===== src/hw/rtl/ppkd_pkg.sv =====
`default_nettype none

package ppkd_pkg;

    localparam int PIN_W        = 4;
    localparam int KEY_W        = 8;
    localparam int CNT_W        = 4;
    localparam int KIND_W       = 2;
    localparam int NUM_PINS_DEF = 13;

    localparam logic [CNT_W-1:0] CNT_MAX   = '1;
    localparam logic [CNT_W-1:0] THR_RESET = CNT_W'(3);

    typedef enum logic [KIND_W-1:0] {
        EV_NONE    = 2'd0,
        EV_PRESS   = 2'd1,
        EV_RELEASE = 2'd2
    } t_event_kind;

    typedef struct packed {
        logic             pressed;
        logic [CNT_W-1:0] count;
    } t_key_state;

endpackage

`default_nettype wire


===== src/hw/rtl/ppkd_ifs.sv =====
`default_nettype none

interface ppkd_sample_if;
    logic valid;
    logic ready;
    logic sense_level;

    modport source (output valid, output sense_level, input ready);
    modport sink (input valid, input sense_level, output ready);
endinterface

interface ppkd_event_if;
    logic                       valid;
    logic                       ready;
    logic [ppkd_pkg::KIND_W-1:0] event_kind;
    logic [ppkd_pkg::KEY_W-1:0]  key_number;
    logic [ppkd_pkg::PIN_W-1:0]  next_drive_pin;
    logic [ppkd_pkg::PIN_W-1:0]  next_sense_pin;

    modport source (output valid, output event_kind, output key_number,
                    output next_drive_pin, output next_sense_pin, input ready);
    modport sink (input valid, input event_kind, input key_number,
                  input next_drive_pin, input next_sense_pin, output ready);
endinterface

interface ppkd_cfg_if;
    logic                       valid;
    logic                       ready;
    logic [ppkd_pkg::CNT_W-1:0] data;

    modport source (output valid, output data, input ready);
    modport sink (input valid, input data, output ready);
endinterface

`default_nettype wire


===== src/hw/rtl/ppkd_cell.sv =====
`default_nettype none

module ppkd_cell (
    input  wire                       i_clk,
    input  wire                       i_rst_n,
    input  wire                       i_shift,
    input  wire ppkd_pkg::t_key_state i_state,
    output ppkd_pkg::t_key_state      o_state
);

    ppkd_pkg::t_key_state r_state;

    always_ff @(posedge i_clk) begin
        if (!i_rst_n) begin
            r_state <= '0;
        end else if (i_shift) begin
            r_state <= i_state;
        end
    end

    assign o_state = r_state;

endmodule

`default_nettype wire


===== src/hw/rtl/ppkd_update.sv =====
`default_nettype none

module ppkd_update (
    input  wire                         i_level,
    input  wire [ppkd_pkg::CNT_W-1:0]   i_threshold,
    input  wire ppkd_pkg::t_key_state   i_state,
    output ppkd_pkg::t_key_state        o_state,
    output ppkd_pkg::t_event_kind       o_kind
);

    logic [ppkd_pkg::CNT_W-1:0] cnt_inc;

    assign cnt_inc = (i_state.count == ppkd_pkg::CNT_MAX) ? i_state.count
                                                          : i_state.count + 1'b1;

    always_comb begin
        o_state = i_state;
        o_kind  = ppkd_pkg::EV_NONE;
        if (i_level) begin
            o_state.count = cnt_inc;
            if (cnt_inc >= i_threshold && !i_state.pressed) begin
                o_state.pressed = 1'b1;
                o_kind          = ppkd_pkg::EV_PRESS;
            end
        end else begin
            o_state.count = '0;
            if (i_state.pressed) begin
                o_state.pressed = 1'b0;
                o_kind          = ppkd_pkg::EV_RELEASE;
            end
        end
    end

endmodule

`default_nettype wire


===== src/hw/rtl/pin_pair_key_scan_debounce_core.sv =====
`default_nettype none

// channel   | dir | modport | payload
// i_sample  | in  | sink    | sense_level
// o_event   | out | source  | event_kind, key_number, next_drive_pin, next_sense_pin
// i_cfg     | in  | sink    | data (debounce threshold), always ready
//
// one word per cycle unless o_event stalls; the result is registered in the cycle after the sample is taken
// key state lives in a ring of NUM_PINS*(NUM_PINS-1) cells rotated once per sample,
// so the head cell is always the key being scanned
// synchronous reset clears every cell at once, no clearing pass
// a stalled output register holds; a new sample is taken when it is empty or draining

module pin_pair_key_scan_debounce_core #(
    parameter int NUM_PINS = ppkd_pkg::NUM_PINS_DEF
) (
    input  wire          i_clk,
    input  wire          i_rst_n,
    ppkd_sample_if.sink  i_sample,
    ppkd_event_if.source o_event,
    ppkd_cfg_if.sink     i_cfg
);

    localparam int NUM_KEYS = NUM_PINS * (NUM_PINS - 1);
    localparam logic [ppkd_pkg::PIN_W:0] PINS_V = (ppkd_pkg::PIN_W + 1)'(NUM_PINS);

    logic [ppkd_pkg::CNT_W-1:0] r_threshold;
    logic [ppkd_pkg::PIN_W-1:0] r_drive, n_drive;
    logic [ppkd_pkg::PIN_W-1:0] r_sense, n_sense;
    logic [ppkd_pkg::KEY_W-1:0] r_key, n_key;

    logic                        r_out_valid;
    logic [ppkd_pkg::KIND_W-1:0] r_kind;
    logic [ppkd_pkg::KEY_W-1:0]  r_key_out;
    logic [ppkd_pkg::PIN_W-1:0]  r_nd;
    logic [ppkd_pkg::PIN_W-1:0]  r_ns;

    logic                  acc;
    ppkd_pkg::t_key_state  ring [NUM_KEYS];
    ppkd_pkg::t_key_state  head_next;
    ppkd_pkg::t_event_kind kind;

    assign i_sample.ready = !r_out_valid || o_event.ready;
    assign acc            = i_sample.valid && i_sample.ready;
    assign i_cfg.ready    = 1'b1;

    always_ff @(posedge i_clk) begin
        if (!i_rst_n) begin
            r_threshold <= ppkd_pkg::THR_RESET;
        end else if (i_cfg.valid) begin
            r_threshold <= i_cfg.data;
        end
    end

    // ring of key cells, head at index 0
    for (genvar g = 0; g < NUM_KEYS; g++) begin : g_cell
        if (g == NUM_KEYS - 1) begin : g_tail
            ppkd_cell u_cell (
                .i_clk   (i_clk),
                .i_rst_n (i_rst_n),
                .i_shift (acc),
                .i_state (head_next),
                .o_state (ring[g])
            );
        end else begin : g_mid
            ppkd_cell u_cell (
                .i_clk   (i_clk),
                .i_rst_n (i_rst_n),
                .i_shift (acc),
                .i_state (ring[g+1]),
                .o_state (ring[g])
            );
        end
    end

    ppkd_update u_update (
        .i_level     (i_sample.sense_level),
        .i_threshold (r_threshold),
        .i_state     (ring[0]),
        .o_state     (head_next),
        .o_kind      (kind)
    );

    // scan position advance
    always_comb begin
        logic [ppkd_pkg::PIN_W:0] d;
        logic [ppkd_pkg::PIN_W:0] s;
        d = {1'b0, r_drive};
        s = {1'b0, r_sense} + 1'b1;
        if (s == d) begin
            s = s + 1'b1;
        end
        n_key = r_key + 1'b1;
        if (s >= PINS_V) begin
            d = d + 1'b1;
            s = '0;
            if (d >= PINS_V) begin
                d     = '0;
                s     = (ppkd_pkg::PIN_W + 1)'(1);
                n_key = ppkd_pkg::KEY_W'(1);
            end
        end
        n_drive = d[ppkd_pkg::PIN_W-1:0];
        n_sense = s[ppkd_pkg::PIN_W-1:0];
    end

    always_ff @(posedge i_clk) begin
        if (!i_rst_n) begin
            r_drive     <= '0;
            r_sense     <= ppkd_pkg::PIN_W'(1);
            r_key       <= ppkd_pkg::KEY_W'(1);
            r_out_valid <= 1'b0;
        end else begin
            if (acc) begin
                r_drive <= n_drive;
                r_sense <= n_sense;
                r_key   <= n_key;
            end
            if (acc) begin
                r_out_valid <= 1'b1;
            end else if (o_event.ready) begin
                r_out_valid <= 1'b0;
            end
        end
    end

    always_ff @(posedge i_clk) begin
        if (acc) begin
            r_kind    <= kind;
            r_key_out <= r_key;
            r_nd      <= n_drive;
            r_ns      <= n_sense;
        end
    end

    assign o_event.valid          = r_out_valid;
    assign o_event.event_kind     = r_kind;
    assign o_event.key_number     = r_key_out;
    assign o_event.next_drive_pin = r_nd;
    assign o_event.next_sense_pin = r_ns;

    a_key_range: assert property (@(posedge i_clk) disable iff (!i_rst_n)
        r_key >= ppkd_pkg::KEY_W'(1) && r_key <= ppkd_pkg::KEY_W'(NUM_KEYS))
        else $error("scan key out of range");

    a_pins_differ: assert property (@(posedge i_clk) disable iff (!i_rst_n)
        r_drive != r_sense)
        else $error("drive and sense pins equal");

    a_key_out: assert property (@(posedge i_clk) disable iff (!i_rst_n)
        acc |=> r_key_out == $past(r_key))
        else $error("result key does not match sampled slot");

    a_valid_src: assert property (@(posedge i_clk) disable iff (!i_rst_n)
        $rose(r_out_valid) |-> $past(acc))
        else $error("result word without a sample");

endmodule

`default_nettype wire


===== src/flat_wrapper.sv =====
// flat-port wrapper written by rule: the top's interface ports become plain ports
module pin_pair_key_scan_debounce_core_flat 
#(
    parameter int NUM_PINS = ppkd_pkg::NUM_PINS_DEF
)
  (i_clk, i_rst_n, i_sample_valid, i_sample_sense_level, i_sample_ready, o_event_valid, o_event_event_kind, o_event_key_number, o_event_next_drive_pin, o_event_next_sense_pin, o_event_ready, i_cfg_valid, i_cfg_data, i_cfg_ready);
  ppkd_sample_if i_sample_i ();
  ppkd_event_if o_event_i ();
  ppkd_cfg_if i_cfg_i ();
  input  wire i_clk;
  input  wire i_rst_n;
  input wire logic [$bits(i_sample_i.valid)-1:0] i_sample_valid;
  input wire logic [$bits(i_sample_i.sense_level)-1:0] i_sample_sense_level;
  output wire logic [$bits(i_sample_i.ready)-1:0] i_sample_ready;
  output wire logic [$bits(o_event_i.valid)-1:0] o_event_valid;
  output wire logic [$bits(o_event_i.event_kind)-1:0] o_event_event_kind;
  output wire logic [$bits(o_event_i.key_number)-1:0] o_event_key_number;
  output wire logic [$bits(o_event_i.next_drive_pin)-1:0] o_event_next_drive_pin;
  output wire logic [$bits(o_event_i.next_sense_pin)-1:0] o_event_next_sense_pin;
  input wire logic [$bits(o_event_i.ready)-1:0] o_event_ready;
  input wire logic [$bits(i_cfg_i.valid)-1:0] i_cfg_valid;
  input wire logic [$bits(i_cfg_i.data)-1:0] i_cfg_data;
  output wire logic [$bits(i_cfg_i.ready)-1:0] i_cfg_ready;
  assign i_sample_i.valid = i_sample_valid;
  assign i_sample_i.sense_level = i_sample_sense_level;
  assign i_sample_ready = i_sample_i.ready;
  assign o_event_valid = o_event_i.valid;
  assign o_event_event_kind = o_event_i.event_kind;
  assign o_event_key_number = o_event_i.key_number;
  assign o_event_next_drive_pin = o_event_i.next_drive_pin;
  assign o_event_next_sense_pin = o_event_i.next_sense_pin;
  assign o_event_i.ready = o_event_ready;
  assign i_cfg_i.valid = i_cfg_valid;
  assign i_cfg_i.data = i_cfg_data;
  assign i_cfg_ready = i_cfg_i.ready;
  pin_pair_key_scan_debounce_core #(.NUM_PINS(NUM_PINS)) u_core (.i_clk(i_clk), .i_rst_n(i_rst_n), .i_sample(i_sample_i), .o_event(o_event_i), .i_cfg(i_cfg_i));
endmodule

===== config.mk =====
export PLATFORM = sky130hd
export DESIGN_NAME = pin_pair_key_scan_debounce_core_flat
export DESIGN_NICKNAME = d
export VERILOG_FILES = /design/src/hw/rtl/ppkd_pkg.sv /design/src/hw/rtl/ppkd_ifs.sv /design/src/hw/rtl/ppkd_cell.sv /design/src/hw/rtl/ppkd_update.sv /design/src/hw/rtl/pin_pair_key_scan_debounce_core.sv /design/src/flat_wrapper.sv
export SDC_FILE = /design/constraint.sdc
export NUM_CORES = 2
export LEC_CHECK = 0
export BUFFER_PORTS_ARGS = -buffer_cell sky130_fd_sc_hd__buf_2
export CAP_MARGIN = 15
export CORE_UTILIZATION = 55
export CTS_CLUSTER_DIAMETER = 30
export DETAILED_ROUTE_END_ITERATION = 16
export PLACE_DENSITY = 0.68
export REMOVE_ABC_BUFFERS = 1
export SYNTH_ARGS = -nofsm -noshare
export SYNTH_HDL_FRONTEND = slang
export SYNTH_HIERARCHICAL = 1
export SYNTH_SLANG_ARGS = --single-unit

===== constraint.sdc =====
create_clock -name i_clk -period 13.9 [get_ports i_clk]
set_input_delay 2.085 -clock i_clk [delete_from_list [all_inputs] [get_ports i_clk]]
set_output_delay 2.085 -clock i_clk [all_outputs]
set_load 0.05 [all_outputs]

# After elaboration in Yosys (flattened, before gate mapping)
# Cells that the tools add are included.
[totals]
register_bits = 819
inputBits = 10
out_inout_bits = 21
elab_cells = 352
[classes]
addsub = 5
n_lt_le_gt_ge = 3
eq_ne = 2
mux = 15
n_reduce_logical = 6
[ops]
columns = ["operator", "n"]
rows = [
  ["two-way mux 4 bit", 4],
  ["two-way mux 8 bit", 2],
  ["adder 4 x 1 -> 5 bit, second input constant", 2],
  [">= comparator 5 x 4 -> 1 bit, second input constant", 2],
  ["two-way mux 5 bit", 2],
  ["adder 8 x 1 -> 8 bit, second input constant", 1],
  ["adder 5 x 1 -> 5 bit, second input constant", 1],
  ["== test 5 x 4 -> 1 bit", 1],
  ["two-way mux 1 bit", 5],
  ["adder 4 x 1 -> 4 bit, second input constant", 1],
  ["== test 4 bit, second input constant", 1],
  [">= comparator 4 bit", 1],
  ["two-way mux 2 bit", 2],
  ["logical AND 1 bit", 2],
  ["zero test 1 bit", 2],
  ["nonzero test 2 bit", 1],
  ["logical OR 1 bit", 1],
]

# Depth between registers and ports, before layout
[logic_depth]
depth_word = 6
depth_mapped = 12
mapped_depth_nobuf = 9

# Hierarchy
# The synthesis kept the hierarchy.
[by_module_without_submodules]
columns = ["mod", "n_inst", "cells_per_inst", "area_each_um2", "seq_area_each_um2"]
rows = [
  ["ppkd_cell", 156, 16, 192.7, 100.1],
  ["pin_pair_key_scan_debounce_core", 1, 210, 2042.0, 960.9],
  ["ppkd_update", 1, 29, 220.2, 0.0],
]

# Worst setup path before layout
# No wires, ideal clock.
[synth_timing]
kind = "input -> register"
from = "input port o_event_ready"
to = "register u_core.g_cell[0].g_mid.u_cell.r_state, in the netlist u_core/g_cell[0].g_mid.u_cell/o_state[0]"
setup_time_ns = 0.116
arrival_time_ns = 10.740
required_ns = 13.784
path_slack_ns = 3.044
path_stages = 8
path_buffers = 3
cell_sequence = "nand2b_1 nand2_1 inv_1 clkbuf_1 clkbuf_1 buf_6 mux2i_1 nor2b_1"
[synth_via]
elab_chain_len = 2
[synth_rtl]
columns = ["element", "line_no", "rtl"]
rows = [
  ["start, declared", "flat_wrapper.sv:20", "input wire logic [$bits(o_event_i.ready)-1:0] o_event_ready;"],
  ["logical OR 1 bit", "pin_pair_key_scan_debounce_core.sv:43", "assign i_sample.ready = !r_out_valid || o_event.ready;"],
  ["logical AND 1 bit", "pin_pair_key_scan_debounce_core.sv:44", "assign acc = i_sample.valid && i_sample.ready;"],
  ["named net u_core.acc", "pin_pair_key_scan_debounce_core.sv:38", "logic acc;"],
  ["end signal, assigned", "ppkd_cell.sv:17", "r_state <= i_state;"],
  ["end, declared", "ppkd_cell.sv:11", "ppkd_pkg::t_key_state r_state;"],
]
# The timed path passes the listed nets, and every way through them passes these cells.
# A chain may end at the register's enable or synchronous reset.

# Worst setup path in the final report
[layout_timing]
from = "input port o_event_ready"
to = "register u_core.g_cell[47].g_mid.u_cell.r_state, in the netlist u_core/g_cell[47].g_mid.u_cell/o_state[0]"
[layout_via]
elab_chain_len = 2
[layout_rtl]
columns = ["element", "line_no"]
rows = [
  ["logical OR 1 bit", "pin_pair_key_scan_debounce_core.sv:43"],
  ["logical AND 1 bit", "pin_pair_key_scan_debounce_core.sv:44"],
  ["end signal, assigned", "ppkd_cell.sv:17"],
  ["end, declared", "ppkd_cell.sv:11"],
]
# No other way between the ends.

==> impl_metrics.tcl <==
set metrics [dict create \
    status "complete, no violations" \
    clock-root-buffer "clkbuf_16" \
    hold_violations 0 \
    reg2reg_setup_slack_ns 9.80 \
    cap_violations 0 \
    vias 17900 \
    min_from "u_core/r_key[7]" \
    postRouteAntennaNets 0 \
    hpwlAfterDp_um 23800 \
    fin_util_pct 63.9 \
    wl_per_cell_um 12.3 \
    path_max_fanout 135 \
    core_area_sq_um 57900 \
    die-width_um 244 \
    max_freq_mhz 189 \
    ys.flop_type "dfxtp_1" \
    startpoint "o_event_ready" \
    post-route-drc-count 0 \
    fill_cells 4462 \
    switchingPower_w 0.00131 \
    holdBufCountCts 0 \
    reg2reg_to "u_core/g_cell[47].g_mid.u_cell/o_state[0]" \
    cts_buffers 148 \
    cts_buffer_depth 3 \
    critPathArrivalTime_ns 5.86 \
    crit_path_cell_trace "buf_2 -> nand2b_1 -> nand2_1 -> inv_8 -> buf_4 -> buf_4 -> mux2i_1 -> nor2b_1" \
    synth.cell_area_sq_um 32300 \
    reg2reg_from "u_core/o_event.valid" \
    setup_viol 0 \
    clock-sinks 819 \
    synth_edf_count 18 \
    routed_wl_um 44900 \
    syn_area_per_cell_sq_um 11.8 \
    fin_nets 2774 \
    worst_slew_pin_slew_ns 1.13 \
    routabilityCongestion 0.761 \
    area.growth.synth_to_final_pct 14.5 \
    min_path_cells 0 \
    cpMostUsedCell "buf_4" \
    p_sw_share_pct 20.6 \
    synth.distinct_cells 59 \
    criticalPathCategory "input pin to flop" \
    p_per_area_nw_per_um2 171 \
    die_h_um 244 \
    end_kind "flop" \
    io_pins 31 \
    final_cell_mix "dfxtp_1 (801), mux2i_1 (786), nor2b_1 (783), clkbuf_16 (154), buf_2 (28)" \
    min_to "u_core/o_event.key_number[7]" \
    grt_pass1_wl_um 80000 \
    yosys.area.top_type "dfxtp_1" \
    rows 88 \
    final_common_cell "dfxtp_1" \
    drtPass1Iterations 6 \
    numPortBuffers 29 \
    startpoint_type "input pin" \
    grt_max_degree 312 \
    synthCells 2735 \
    grt_pass1_vias 18100 \
    power_leakage_nw 14.5 \
    antenna_cells 0 \
    yosys.area.top_type_share_pct 49.6 \
    cts_tree "yes" \
    ys_async_sr_fraction_pct 0 \
    fin_crit_sh_pct 38.0 \
    drt_iter0_markers 704 \
    cp_data_required_time_ns 14.47 \
    slowest_stage "buf_4" \
    antenna_found_initial 0 \
    seq_power_share_pct 37.6 \
    grt-ovfl-total 0 \
    hold_class "flop to flop" \
    postLayoutCellArea_sq_um 37000 \
    internal_power_w 0.00503 \
    r2r_cells 7 \
    p_comb_share_pct 4.2 \
    p_clk_share_pct 58.1 \
    cts_setup_buffers 0 \
    initial_utilization_pct 55.8 \
    yosysWarnings 6 \
    clkTransAtPathRegs_ns 0.05 \
    cts_resized 0 \
    max_stage_delay_ns 0.96 \
    slew-limit-headroom_pct 24.8 \
    clock_latency_ns 0.70 \
    peakVddDrop_v 0.000114 \
    slew_viol_final 0 \
    drive_above_1_share_pct 10.8 \
    track_usage_pct 15.5 \
    finalPower_w 0.00633 \
    synth_seq_area_share_pct 51.3 \
    tns_ns 0 \
    ys_seq_elements 819 \
    layout_min_cycle_time_ns 5.29 \
    avgViaCountPerCell 4.91 \
    dpl_cell_area_sq_um 31700 \
    rsz0062_at_grt "false" \
    die-area_sq_um 59700 \
    clock_skew_ns 0.0189 \
    synth_area_leaders "dfxtp_1 (50%), mux2i_1 (24%), nor2b_1 (15%)" \
    cts-htree-levels 4 \
]
## power by group through the flow
stage	clock network [W]	logic (W)	registers, W
after floorplan	0	0.000566	0.00245
after global placement	0	0.000267	0.00243
after detailed placement	0	0.000270	0.00243
after CTS	0.00377	0.000270	0.00238
after global routing	0.00389	0.000286	0.00238
final	0.00368	0.000268	0.00238
## how the worst max path moves through the flow
stage | end | slack, ns | cells after the start
final | u_core/g_cell[47].g_mid.u_cell/o_state[0] | 8.61 | 8
after global routing | u_core/g_cell[81].g_mid.u_cell/o_state[3] | 8.33 | 8
after CTS | u_core/g_cell[71].g_mid.u_cell/o_state[2] | 8.66 | 8
after detailed placement | u_core/g_cell[47].g_mid.u_cell/o_state[0] | 7.90 | 8
after global placement | u_core/g_cell[44].g_mid.u_cell/o_state[0] | 7.98 | 8
after floorplan | u_core/r_key[7] | -13.89 | 6
## kinds of logic after synthesis
group / share of synthesized area, %
fa+ha+maj: 0.387
mux: 24.4
compound gates: 1.25
xor+xnor: 0.403
buf+inv: 5.85
simple gates: 16.4
flops: 51.3
other cells: 0.0116
## metal layers
metal,global-route usage [%],vias to the layer above,share of wire (%)
met3,4.07,99,3.7
met2,25.5,217,46
met4,7.90,0,2.5
li1,-,9266,-
met5,0,-,0
met1,18.7,8276,48
## critical path, delay by kind of cell
| family | cells | cell delay (ns) |
|---|---|---|
| buffers and inverters | 4 | 2.80 |
| AND/OR/NAND/NOR | 3 | 0.53 |
| multiplexers | 1 | 0.29 |
## metrics by stage
step / worst slack (ns) / hold WS [ns] / cells
after CTS: 8.66 / 0.479 / 3640
after global placement: 7.98 / 0.432 / 3369
after floorplan: -13.89 / 0.417 / 2563
after detailed placement: 7.90 / 0.446 / 3369
after global routing: 8.33 / 0.499 / 3640
final: 8.61 / 0.475 / 3640
## cell type report
cell class,instances,area (sq um),area share (%)
clock buffers,197,4290,11.6
clock inverters,74,1000,2.70
inverters,15,63.8,0.172
multi-input cells,1729,13900,37.4
flip-flops and latches,819,16600,44.8
well taps,765,957,2.59
repair buffers,41,283,0.764
## cells in the mapped netlist, types with 2 or more instances
cell type and count:
edfxtp_1 18, a31oi_1 4, nor2_1 18, and2_1 2, ha_1 10, nor3_1 3
mux2i_1 786, nor3b_1 3, o21a_1 2, a211oi_1 3, o21ai_1 3, buf_2 5
inv_1 15, dfxtp_1 801, nor4_1 2, nand3_1 16, o31ai_1 2, xor2_1 8
and3_1 3, buf_6 157, o21ai_0 17, nand3b_1 2, xnor2_1 5, a21oi_1 13
nand2b_1 2, clkbuf_1 8, nor2b_1 783, nand2_1 13
## state kept, by name, indices dropped and copies added, names as in the netlist
register,flops
u_core/o_event.key_number,8
u_core/g_cell.g_tail.u_cell/o_state,5
u_core/r_key,8
u_core/o_event.valid,1
u_core/o_event.event_kind,2
u_core/o_event.next_drive_pin,4
u_core/r_sense,4
u_core/r_threshold,4
u_core/r_drive,4
u_core/o_event.next_sense_pin,4
u_core/g_cell.g_mid.u_cell/o_state,775
No activity file was read; power rests on OpenSTA's default activity.
